## src/rovc_pkg.sv

```systemverilog
// Shared types and constants for the RGBA over compositor.
package rovc_pkg;

    localparam int PIX_W     = 8;
    localparam int IDX_W     = 24;
    localparam int WGT_W     = 16;
    localparam int NUM_W     = WGT_W + PIX_W;
    localparam int CFG_IDX_W = 3;
    localparam int CFG_DAT_W = 13;
    localparam int POS_W     = 12;
    localparam int DIV_STEPS = PIX_W;
    localparam int STEP_W    = $clog2(DIV_STEPS);
    // x / 255 == (x * RECIP_255) >> RECIP_SH for every x up to 255 * 255
    localparam int RECIP_255 = 32897;
    localparam int RECIP_SH  = 23;

    typedef enum logic [CFG_IDX_W-1:0] {
        CFG_REGION_X      = 3'd0,
        CFG_REGION_Y      = 3'd1,
        CFG_REGION_WIDTH  = 3'd2,
        CFG_REGION_HEIGHT = 3'd3,
        CFG_FRAME_WIDTH   = 3'd4
    } cfg_idx_t;

    typedef struct packed {
        logic accept;
        logic mul1;
        logic mul2;
        logic div_step;
        logic out_load;
    } rovc_cmd_t;

endpackage

```

## src/rovc_div_lane.sv

```systemverilog
// Restoring radix-2 divider lane, one quotient bit per step.
module rovc_div_lane (
    input  logic                             aclk,
    input  logic                             load,
    input  logic                             step,
    input  logic [rovc_pkg::NUM_W-1:0]       num,
    input  logic [rovc_pkg::WGT_W-1:0]       den,
    output logic [rovc_pkg::PIX_W-1:0]       quo
);

    localparam int SH_W = rovc_pkg::NUM_W - 1;

    logic [rovc_pkg::NUM_W-1:0] rem_reg;
    logic [SH_W-1:0]            dsh_reg;
    logic [rovc_pkg::PIX_W-1:0] quo_reg;
    logic                       fits;

    assign fits = rem_reg >= {1'b0, dsh_reg};

    always_ff @(posedge aclk) begin
        if (load) begin
            rem_reg <= num;
            dsh_reg <= {den, (rovc_pkg::PIX_W-1)'(0)};
            quo_reg <= '0;
        end else if (step) begin
            if (fits) begin
                rem_reg <= rem_reg - {1'b0, dsh_reg};
            end
            dsh_reg <= dsh_reg >> 1;
            quo_reg <= {quo_reg[rovc_pkg::PIX_W-2:0], fits};
        end
    end

    assign quo = quo_reg;

endmodule

```

## src/rovc_dp.sv

```systemverilog
// Datapath: config registers, raster counters, blend weights, dividers, result register.
module rovc_dp #(
    parameter int MAX_DIM = 4096
) (
    input  logic                                aclk,
    input  logic                                aresetn,
    input  rovc_pkg::rovc_cmd_t                 cmd,
    input  logic                                cfg_we,
    input  logic [rovc_pkg::CFG_IDX_W-1:0]      cfg_index,
    input  logic [rovc_pkg::CFG_DAT_W-1:0]      cfg_data,
    input  logic [8*rovc_pkg::PIX_W-1:0]        in_pix,
    output logic [rovc_pkg::PIX_W-1:0]          out_alpha,
    output logic [rovc_pkg::PIX_W-1:0]          out_red,
    output logic [rovc_pkg::PIX_W-1:0]          out_green,
    output logic [rovc_pkg::PIX_W-1:0]          out_blue,
    output logic [rovc_pkg::IDX_W-1:0]          pixel_index,
    output logic                                changed,
    output logic                                last_pixel
);

    localparam int CNT_W = (MAX_DIM > 1) ? $clog2(MAX_DIM) : 1;
    localparam int PW    = rovc_pkg::PIX_W;
    localparam int IW    = rovc_pkg::IDX_W;
    localparam int WW    = rovc_pkg::WGT_W;
    localparam int NW    = rovc_pkg::NUM_W;
    localparam int DW    = rovc_pkg::CFG_DAT_W;

    typedef enum logic [1:0] {
        MODE_KEEP,
        MODE_COPY,
        MODE_BLEND
    } mode_t;

    // configuration
    logic [rovc_pkg::POS_W-1:0] region_x_reg, region_y_reg;
    logic [DW-1:0]              region_w_reg, region_h_reg, frame_w_reg;

    always_ff @(posedge aclk) begin
        if (!aresetn) begin
            region_x_reg <= '0;
            region_y_reg <= '0;
            region_w_reg <= DW'(1);
            region_h_reg <= DW'(1);
            frame_w_reg  <= DW'(1);
        end else if (cfg_we) begin
            case (rovc_pkg::cfg_idx_t'(cfg_index))
                rovc_pkg::CFG_REGION_X:      region_x_reg <= cfg_data[rovc_pkg::POS_W-1:0];
                rovc_pkg::CFG_REGION_Y:      region_y_reg <= cfg_data[rovc_pkg::POS_W-1:0];
                rovc_pkg::CFG_REGION_WIDTH:  region_w_reg <= cfg_data;
                rovc_pkg::CFG_REGION_HEIGHT: region_h_reg <= cfg_data;
                rovc_pkg::CFG_FRAME_WIDTH:   frame_w_reg  <= cfg_data;
                default: ;
            endcase
        end
    end

    // last column / row positions after clamping
    logic [CNT_W-1:0] col_lim, row_lim;

    always_comb begin
        if (region_w_reg == '0) begin
            col_lim = '0;
        end else if (32'(region_w_reg) > 32'(MAX_DIM)) begin
            col_lim = CNT_W'(MAX_DIM - 1);
        end else begin
            col_lim = CNT_W'(region_w_reg - DW'(1));
        end
        if (region_h_reg == '0) begin
            row_lim = '0;
        end else if (32'(region_h_reg) > 32'(MAX_DIM)) begin
            row_lim = CNT_W'(MAX_DIM - 1);
        end else begin
            row_lim = CNT_W'(region_h_reg - DW'(1));
        end
    end

    // raster counters
    logic [CNT_W-1:0] col_reg, row_reg, col_next, row_next;
    logic             end_col, end_row;

    assign end_col = col_reg >= col_lim;
    assign end_row = row_reg >= row_lim;

    always_comb begin
        col_next = col_reg;
        row_next = row_reg;
        if (cmd.accept) begin
            if (end_col) begin
                col_next = '0;
                row_next = end_row ? '0 : row_reg + CNT_W'(1);
            end else begin
                col_next = col_reg + CNT_W'(1);
            end
        end
    end

    always_ff @(posedge aclk) begin
        if (!aresetn) begin
            col_reg <= '0;
            row_reg <= '0;
        end else begin
            col_reg <= col_next;
            row_reg <= row_next;
        end
    end

    // captured transaction
    logic [PW-1:0]    sa_reg, sr_reg, sg_reg, sb_reg, da_reg, dr_reg, dg_reg, db_reg;
    logic [CNT_W-1:0] col_cap_reg, row_cap_reg;
    logic             last_cap_reg;

    always_ff @(posedge aclk) begin
        if (cmd.accept) begin
            sa_reg       <= in_pix[0*PW +: PW];
            sr_reg       <= in_pix[1*PW +: PW];
            sg_reg       <= in_pix[2*PW +: PW];
            sb_reg       <= in_pix[3*PW +: PW];
            da_reg       <= in_pix[4*PW +: PW];
            dr_reg       <= in_pix[5*PW +: PW];
            dg_reg       <= in_pix[6*PW +: PW];
            db_reg       <= in_pix[7*PW +: PW];
            col_cap_reg  <= col_reg;
            row_cap_reg  <= row_reg;
            last_cap_reg <= end_col && end_row;
        end
    end

    // weights and row offset
    logic [WW-1:0] u_reg, v_reg;
    logic [IW-1:0] yprod_reg, idx_reg;
    mode_t         mode_reg;

    always_ff @(posedge aclk) begin
        if (cmd.mul1) begin
            u_reg     <= {sa_reg, PW'(0)} - WW'(sa_reg);
            v_reg     <= WW'(PW'(8'd255) - sa_reg) * WW'(da_reg);
            yprod_reg <= (IW'(region_y_reg) + IW'(row_cap_reg)) * IW'(frame_w_reg);
            if (sa_reg == '0) begin
                mode_reg <= MODE_KEEP;
            end else if (sa_reg == '1 || da_reg == '0) begin
                mode_reg <= MODE_COPY;
            end else begin
                mode_reg <= MODE_BLEND;
            end
        end
        if (cmd.mul2) begin
            idx_reg <= yprod_reg + IW'(region_x_reg) + IW'(col_cap_reg);
        end
    end

    // dividers
    logic [WW-1:0] tot;
    logic [NW-1:0] num_r, num_g, num_b;
    logic [PW-1:0] q_r, q_g, q_b;

    assign tot   = u_reg + v_reg;
    assign num_r = NW'(sr_reg) * NW'(u_reg) + NW'(dr_reg) * NW'(v_reg);
    assign num_g = NW'(sg_reg) * NW'(u_reg) + NW'(dg_reg) * NW'(v_reg);
    assign num_b = NW'(sb_reg) * NW'(u_reg) + NW'(db_reg) * NW'(v_reg);

    // alpha: tot / 255 by reciprocal multiply
    logic [31:0]   a_prod;
    logic [PW-1:0] q_a_reg;

    assign a_prod = 32'(tot) * 32'(rovc_pkg::RECIP_255);

    always_ff @(posedge aclk) begin
        if (cmd.mul2) begin
            q_a_reg <= a_prod[rovc_pkg::RECIP_SH +: PW];
        end
    end

    rovc_div_lane u_div_r (
        .aclk (aclk), .load (cmd.mul2), .step (cmd.div_step),
        .num  (num_r), .den (tot), .quo (q_r)
    );
    rovc_div_lane u_div_g (
        .aclk (aclk), .load (cmd.mul2), .step (cmd.div_step),
        .num  (num_g), .den (tot), .quo (q_g)
    );
    rovc_div_lane u_div_b (
        .aclk (aclk), .load (cmd.mul2), .step (cmd.div_step),
        .num  (num_b), .den (tot), .quo (q_b)
    );

    // result register
    logic [PW-1:0] oa_reg, or_reg, og_reg, ob_reg;
    logic [IW-1:0] oidx_reg;
    logic          chg_reg, olast_reg;

    always_ff @(posedge aclk) begin
        if (cmd.out_load) begin
            oidx_reg  <= idx_reg;
            olast_reg <= last_cap_reg;
            case (mode_reg)
                MODE_KEEP: begin
                    oa_reg  <= da_reg;
                    or_reg  <= dr_reg;
                    og_reg  <= dg_reg;
                    ob_reg  <= db_reg;
                    chg_reg <= 1'b0;
                end
                MODE_COPY: begin
                    oa_reg  <= sa_reg;
                    or_reg  <= sr_reg;
                    og_reg  <= sg_reg;
                    ob_reg  <= sb_reg;
                    chg_reg <= 1'b1;
                end
                default: begin
                    oa_reg  <= q_a_reg;
                    or_reg  <= q_r;
                    og_reg  <= q_g;
                    ob_reg  <= q_b;
                    chg_reg <= 1'b1;
                end
            endcase
        end
    end

    assign out_alpha   = oa_reg;
    assign out_red     = or_reg;
    assign out_green   = og_reg;
    assign out_blue    = ob_reg;
    assign pixel_index = oidx_reg;
    assign changed     = chg_reg;
    assign last_pixel  = olast_reg;

endmodule

```

## src/rovc_ctrl.sv

```systemverilog
// Controller: sequences one pixel through multiply, divide and result load.
module rovc_ctrl (
    input  logic                 aclk,
    input  logic                 aresetn,
    input  logic                 s_tvalid,
    output logic                 s_tready,
    output logic                 m_tvalid,
    input  logic                 m_tready,
    output rovc_pkg::rovc_cmd_t  cmd
);

    typedef enum logic [2:0] {
        ST_IDLE,
        ST_MUL1,
        ST_MUL2,
        ST_DIV,
        ST_FIN
    } state_t;

    state_t                       state_reg, state_next;
    logic [rovc_pkg::STEP_W-1:0]  step_reg, step_next;
    logic                         m_tvalid_reg, m_tvalid_next;

    always_comb begin
        cmd          = '0;
        state_next   = state_reg;
        step_next    = step_reg;
        case (state_reg)
            ST_IDLE: begin
                if (s_tvalid) begin
                    cmd.accept = 1'b1;
                    state_next = ST_MUL1;
                end
            end
            ST_MUL1: begin
                cmd.mul1   = 1'b1;
                state_next = ST_MUL2;
            end
            ST_MUL2: begin
                cmd.mul2   = 1'b1;
                step_next  = '0;
                state_next = ST_DIV;
            end
            ST_DIV: begin
                cmd.div_step = 1'b1;
                step_next    = step_reg + rovc_pkg::STEP_W'(1);
                if (step_reg == rovc_pkg::STEP_W'(rovc_pkg::DIV_STEPS - 1)) begin
                    state_next = ST_FIN;
                end
            end
            ST_FIN: begin
                if (!m_tvalid_reg || m_tready) begin
                    cmd.out_load = 1'b1;
                    state_next   = ST_IDLE;
                end
            end
            default: state_next = ST_IDLE;
        endcase
        if (cmd.out_load) begin
            m_tvalid_next = 1'b1;
        end else if (m_tready) begin
            m_tvalid_next = 1'b0;
        end else begin
            m_tvalid_next = m_tvalid_reg;
        end
    end

    always_ff @(posedge aclk) begin
        if (!aresetn) begin
            state_reg    <= ST_IDLE;
            step_reg     <= '0;
            m_tvalid_reg <= 1'b0;
        end else begin
            state_reg    <= state_next;
            step_reg     <= step_next;
            m_tvalid_reg <= m_tvalid_next;
        end
    end

    assign s_tready = state_reg == ST_IDLE;
    assign m_tvalid = m_tvalid_reg;

endmodule

```

## src/rgba_over_compositor_core.sv

```systemverilog
// Top level of the non-premultiplied RGBA over compositor.
//
//  port group  direction  transaction
//  s_*         in         one source and destination pixel pair
//  m_*         out        one blended pixel with frame index
//  cfg_*       in         one register write, always ready
//
// A pixel passes through accept, multiply, eight restoring divide steps in three
// color lanes side by side, and a result load.
// The next pixel is accepted while the previous result waits in the output register.
// aresetn is synchronous, active low; resets config, raster counters and controller.
// A stalled result holds the pipeline in its final state, ST_FIN, until taken.
module rgba_over_compositor_core #(
    parameter int MAX_DIM = 4096
) (
    input  logic                                  aclk,
    input  logic                                  aresetn,
    input  logic                                  s_tvalid,
    output logic                                  s_tready,
    // src_alpha, src_red, src_green, src_blue, dst_alpha, dst_red, dst_green, dst_blue
    input  logic [63:0]                           s_tdata,
    output logic                                  m_tvalid,
    input  logic                                  m_tready,
    // out_alpha, out_red, out_green, out_blue, pixel_index
    output logic [55:0]                           m_tdata,
    // changed
    output logic                                  m_tuser,
    output logic                                  m_tlast,
    input  logic                                  cfg_valid,
    output logic                                  cfg_ready,
    input  logic [rovc_pkg::CFG_IDX_W-1:0]        cfg_index,
    input  logic [rovc_pkg::CFG_DAT_W-1:0]        cfg_data
);

    rovc_pkg::rovc_cmd_t            cmd;
    logic [rovc_pkg::PIX_W-1:0]     out_alpha, out_red, out_green, out_blue;
    logic [rovc_pkg::IDX_W-1:0]     pixel_index;

    assign cfg_ready = 1'b1;

    rovc_ctrl u_ctrl (
        .aclk     (aclk),
        .aresetn  (aresetn),
        .s_tvalid (s_tvalid),
        .s_tready (s_tready),
        .m_tvalid (m_tvalid),
        .m_tready (m_tready),
        .cmd      (cmd)
    );

    rovc_dp #(
        .MAX_DIM (MAX_DIM)
    ) u_dp (
        .aclk        (aclk),
        .aresetn     (aresetn),
        .cmd         (cmd),
        .cfg_we      (cfg_valid && cfg_ready),
        .cfg_index   (cfg_index),
        .cfg_data    (cfg_data),
        .in_pix      (s_tdata),
        .out_alpha   (out_alpha),
        .out_red     (out_red),
        .out_green   (out_green),
        .out_blue    (out_blue),
        .pixel_index (pixel_index),
        .changed     (m_tuser),
        .last_pixel  (m_tlast)
    );

    assign m_tdata = {pixel_index, out_blue, out_green, out_red, out_alpha};

endmodule
```

## config.mk

```make
export PLATFORM = sky130hd
export DESIGN_NAME = rgba_over_compositor_core
export DESIGN_NICKNAME = d
export VERILOG_FILES = /design/src/rovc_pkg.sv /design/src/rovc_div_lane.sv /design/src/rovc_dp.sv /design/src/rovc_ctrl.sv /design/src/rgba_over_compositor_core.sv
export SDC_FILE = /design/constraint.sdc
export NUM_CORES = 2
export LEC_CHECK = 0
export BUFFER_PORTS_ARGS = -buffer_cell sky130_fd_sc_hd__buf_4
export CORE_ASPECT_RATIO = 1.4
export CORE_MARGIN = 2
export CORE_UTILIZATION = 48
export DETAILED_ROUTE_END_ITERATION = 16
export GPL_ROUTABILITY_DRIVEN = 1
export HOLD_SLACK_MARGIN = 0.1
export MAX_ROUTING_LAYER = met4
export PLACE_DENSITY = 0.74
export SLEW_MARGIN = 20
export SYNTH_ARGS = -nofsm -noshare
export SYNTH_HDL_FRONTEND = slang
export SYNTH_SLANG_ARGS = --single-unit
export TNS_END_PERCENT = 10
```

## constraint.sdc

```tcl
create_clock -name aclk -period 10.2 [get_ports aclk]
set_input_delay 0.51 -clock aclk [delete_from_list [all_inputs] [get_ports aclk]]
set_output_delay 0.51 -clock aclk [all_outputs]
set_load 0.05 [all_outputs]
```

==> qor.yml <==
status: "finished clean"
post_cts_resized: 0
antenna_found_initial: 9
tightest_slew_ns: 1.30
cp_max_fo: 14
dieArea_mm2: 0.118
area_growth_pct: 9.15
root_buffer: "clkbuf_16"
crit_required_ns: 10.57
nFillCells: 10313
antenna_left: 0
cts_buffers: 51
slew_violations: 0
fin_nets: 7402
gr-total-overflow: 0
postCtsSetupBuffers: 0
synth-adder-area-share_pct: 40.4
regArea_mm2: 0.0123
rsz0062_at_grt: "no"
synth_top_family_by_area: "adder cells"
grt_busiest_layer: "met2"
syn_area_mm2: 0.0555
clock_latency_ns: 0.69
grt_pass1_wl_um: 253000
slew_headroom_pct: 12.8
vias: 42563
drive_gt1_share_pct: 5.44
fp.dieH_um: 406
r2r_slack_ns: 1.97
synth_xor_area_share_pct: 3.77
clk_path_buf_depth: 3
fin_setup_tns_ns: 0
hold_violations: 0
syn_nets: 7307
synth.area.mux_share_pct: 0.830
yosysWarnings: 0
syn_avg_cell_area_um2: 9.39
netlist_instances: 5909
routed_wl_um: 163000
cts_sinks: 450
use_met3_pct: 4.39
ys_async_sr_fraction_pct: 0
path_clk_slew_ns: 0.06
dp_hpwl_um: 126000
critPathLaunchType: "flip-flop"
grt_pass1_vias: 46056
ys_seq_area_share_pct: 22.1
port_buffers: 144
drt-initial-drc-count: 2780
cts_tree: "yes"
max-cap-violations: 0
final_common_cell: "inv_1"
globalRouteTotalUtil_pct: 28.8
multi_input_area_mm2: 0.0385
period_needed_ns: 8.23
setup_viol: 0
grt_max_degree: 81
drc: 0
timing.final.crit_share_pct: 80.7
dieWidth_um: 291
synthSimpleGateAreaFrac_pct: 15.6
synth.distinct_cells: 74
grtUsageMet1_pct: 29.2
synth_flop_cell: "edfxtp_1"
ctsHtreeMaxLevel: 2
synth-edff-count: 325
use_met2_pct: 50.8
synth_compound_area_share_pct: 8.59
gp_congestion: 1.07
skew_ns: 0.0528
arrival_ns: 8.60
io_pins: 146
rows: 147
via_per_inst: 5.64
coreArea_mm2: 0.115
start_util_pct: 48.4
ys_ff_latch: 450
critPathCaptureType: "flip-flop"
routedWlPerCell_um: 21.6
firstDrtPassIters: 7
clock.fmax_mhz: 122
hp-class: "input pin to flip-flop"
layout_common_cells: "inv_1 (1,044), nand2_1 (890), fa_1 (798)"
path_class: "flip-flop to flip-flop"
[final cells by class]
cell class,count,area share (%)
inverters,1047,6.50
well taps,1490,3.08
clock buffers,69,2.34
repair buffers,273,3.66
clock inverters,26,0.564
diodes,8,0.0331
multi-input cells,4181,63.6
flip-flops and latches,450,20.2
[kinds of logic after synthesis]
kind of cell | count (synthesis)
adders and majority gates | 1314
buffers and inverters | 1278
DFF | 450
muxes | 46
and+or+nand+nor | 1830
AOI/OAI and AO/OA | 751
xor gates and xnor gates | 239
other | 1
[per-stage QoR]
stage | utilization (%) | hold WS (ns) | std cells | cell area, um^2 | worst slack, ns
after floorplan | - | 0.400 | 5909 | 55500 | 3.33
after global placement | 50.6 | 0.405 | 7374 | 58100 | 2.30
after detailed placement | 50.6 | 0.406 | 7376 | 58100 | 2.28
after CTS | 52.7 | 0.111 | 7536 | 60500 | 2.21
after global routing | 52.8 | 0.134 | 7543 | 60600 | 1.62
final | 52.8 | 0.134 | 7544 | 60600 | 1.97
[path summary, 6_finish.rpt]
check / cells past startpoint / endpoint / startpoint
setup / recovery: 23 / u_dp.u_div_r.rem_reg[22] / u_dp.u_reg[1]
hold / removal: 3 / u_ctrl.state_reg[2] / s_tvalid
hold reg to reg: 0 / u_dp.pixel_index[2] / u_dp.idx_reg[2]
setup reg to reg: 23 / u_dp.u_div_r.rem_reg[22] / u_dp.u_reg[1]
[critical path: stages (launching register included)]
cell,delay [ns]
edfxtp_1,0.84
buf_4,0.41
nand2_1,0.13
fa_1,0.58
inv_1,0.05
fa_1,0.48
fa_1,0.55
inv_1,0.05
fa_1,0.48
inv_1,0.06
fa_1,0.48
inv_1,0.05
fa_1,0.50
inv_1,0.06
ha_1,0.19
or2_2,0.31
nor2_1,0.09
o21ai_0,0.15
a311oi_1,0.61
nor2b_1,0.13
o41ai_1,0.76
o21ai_0,0.24
xnor2_1,0.53
mux2i_1,0.14
[synth_stat cells (91+ instances only)]
| library cell | count | area share, % |
|---|---|---|
| and2_1 | 401 | 4.5 |
| a21oi_1 | 202 | 1.8 |
| dfxtp_1 | 125 | 4.5 |
| nand2_1 | 891 | 6.0 |
| clkbuf_1 | 224 | 1.5 |
| xor2_1 | 91 | 1.4 |
| ha_1 | 515 | 12 |
| fa_1 | 798 | 29 |
| xnor2_1 | 148 | 2.3 |
| o21ai_0 | 196 | 1.8 |
| inv_1 | 1045 | 7.1 |
| edfxtp_1 | 325 | 18 |
| nor2_1 | 191 | 1.3 |
[timing repair]
| item | 4_1_cts | 5_1_grt |
|---|---|---|
| hold endpoints to repair | 65 | 0 |
| hold buffers | 65 | 0 |
| setup endpoints to repair | 0 | 0 |
[routing by layer]
metal	wire length (um)	share of wire, %
met1	54900	34
met3	10100	6.2
met5	0	0
met2	83500	51
met4	14200	8.7
Power is not shown: default switching activity piles up to over one toggle a cycle in this logic, so the estimate is an artifact.
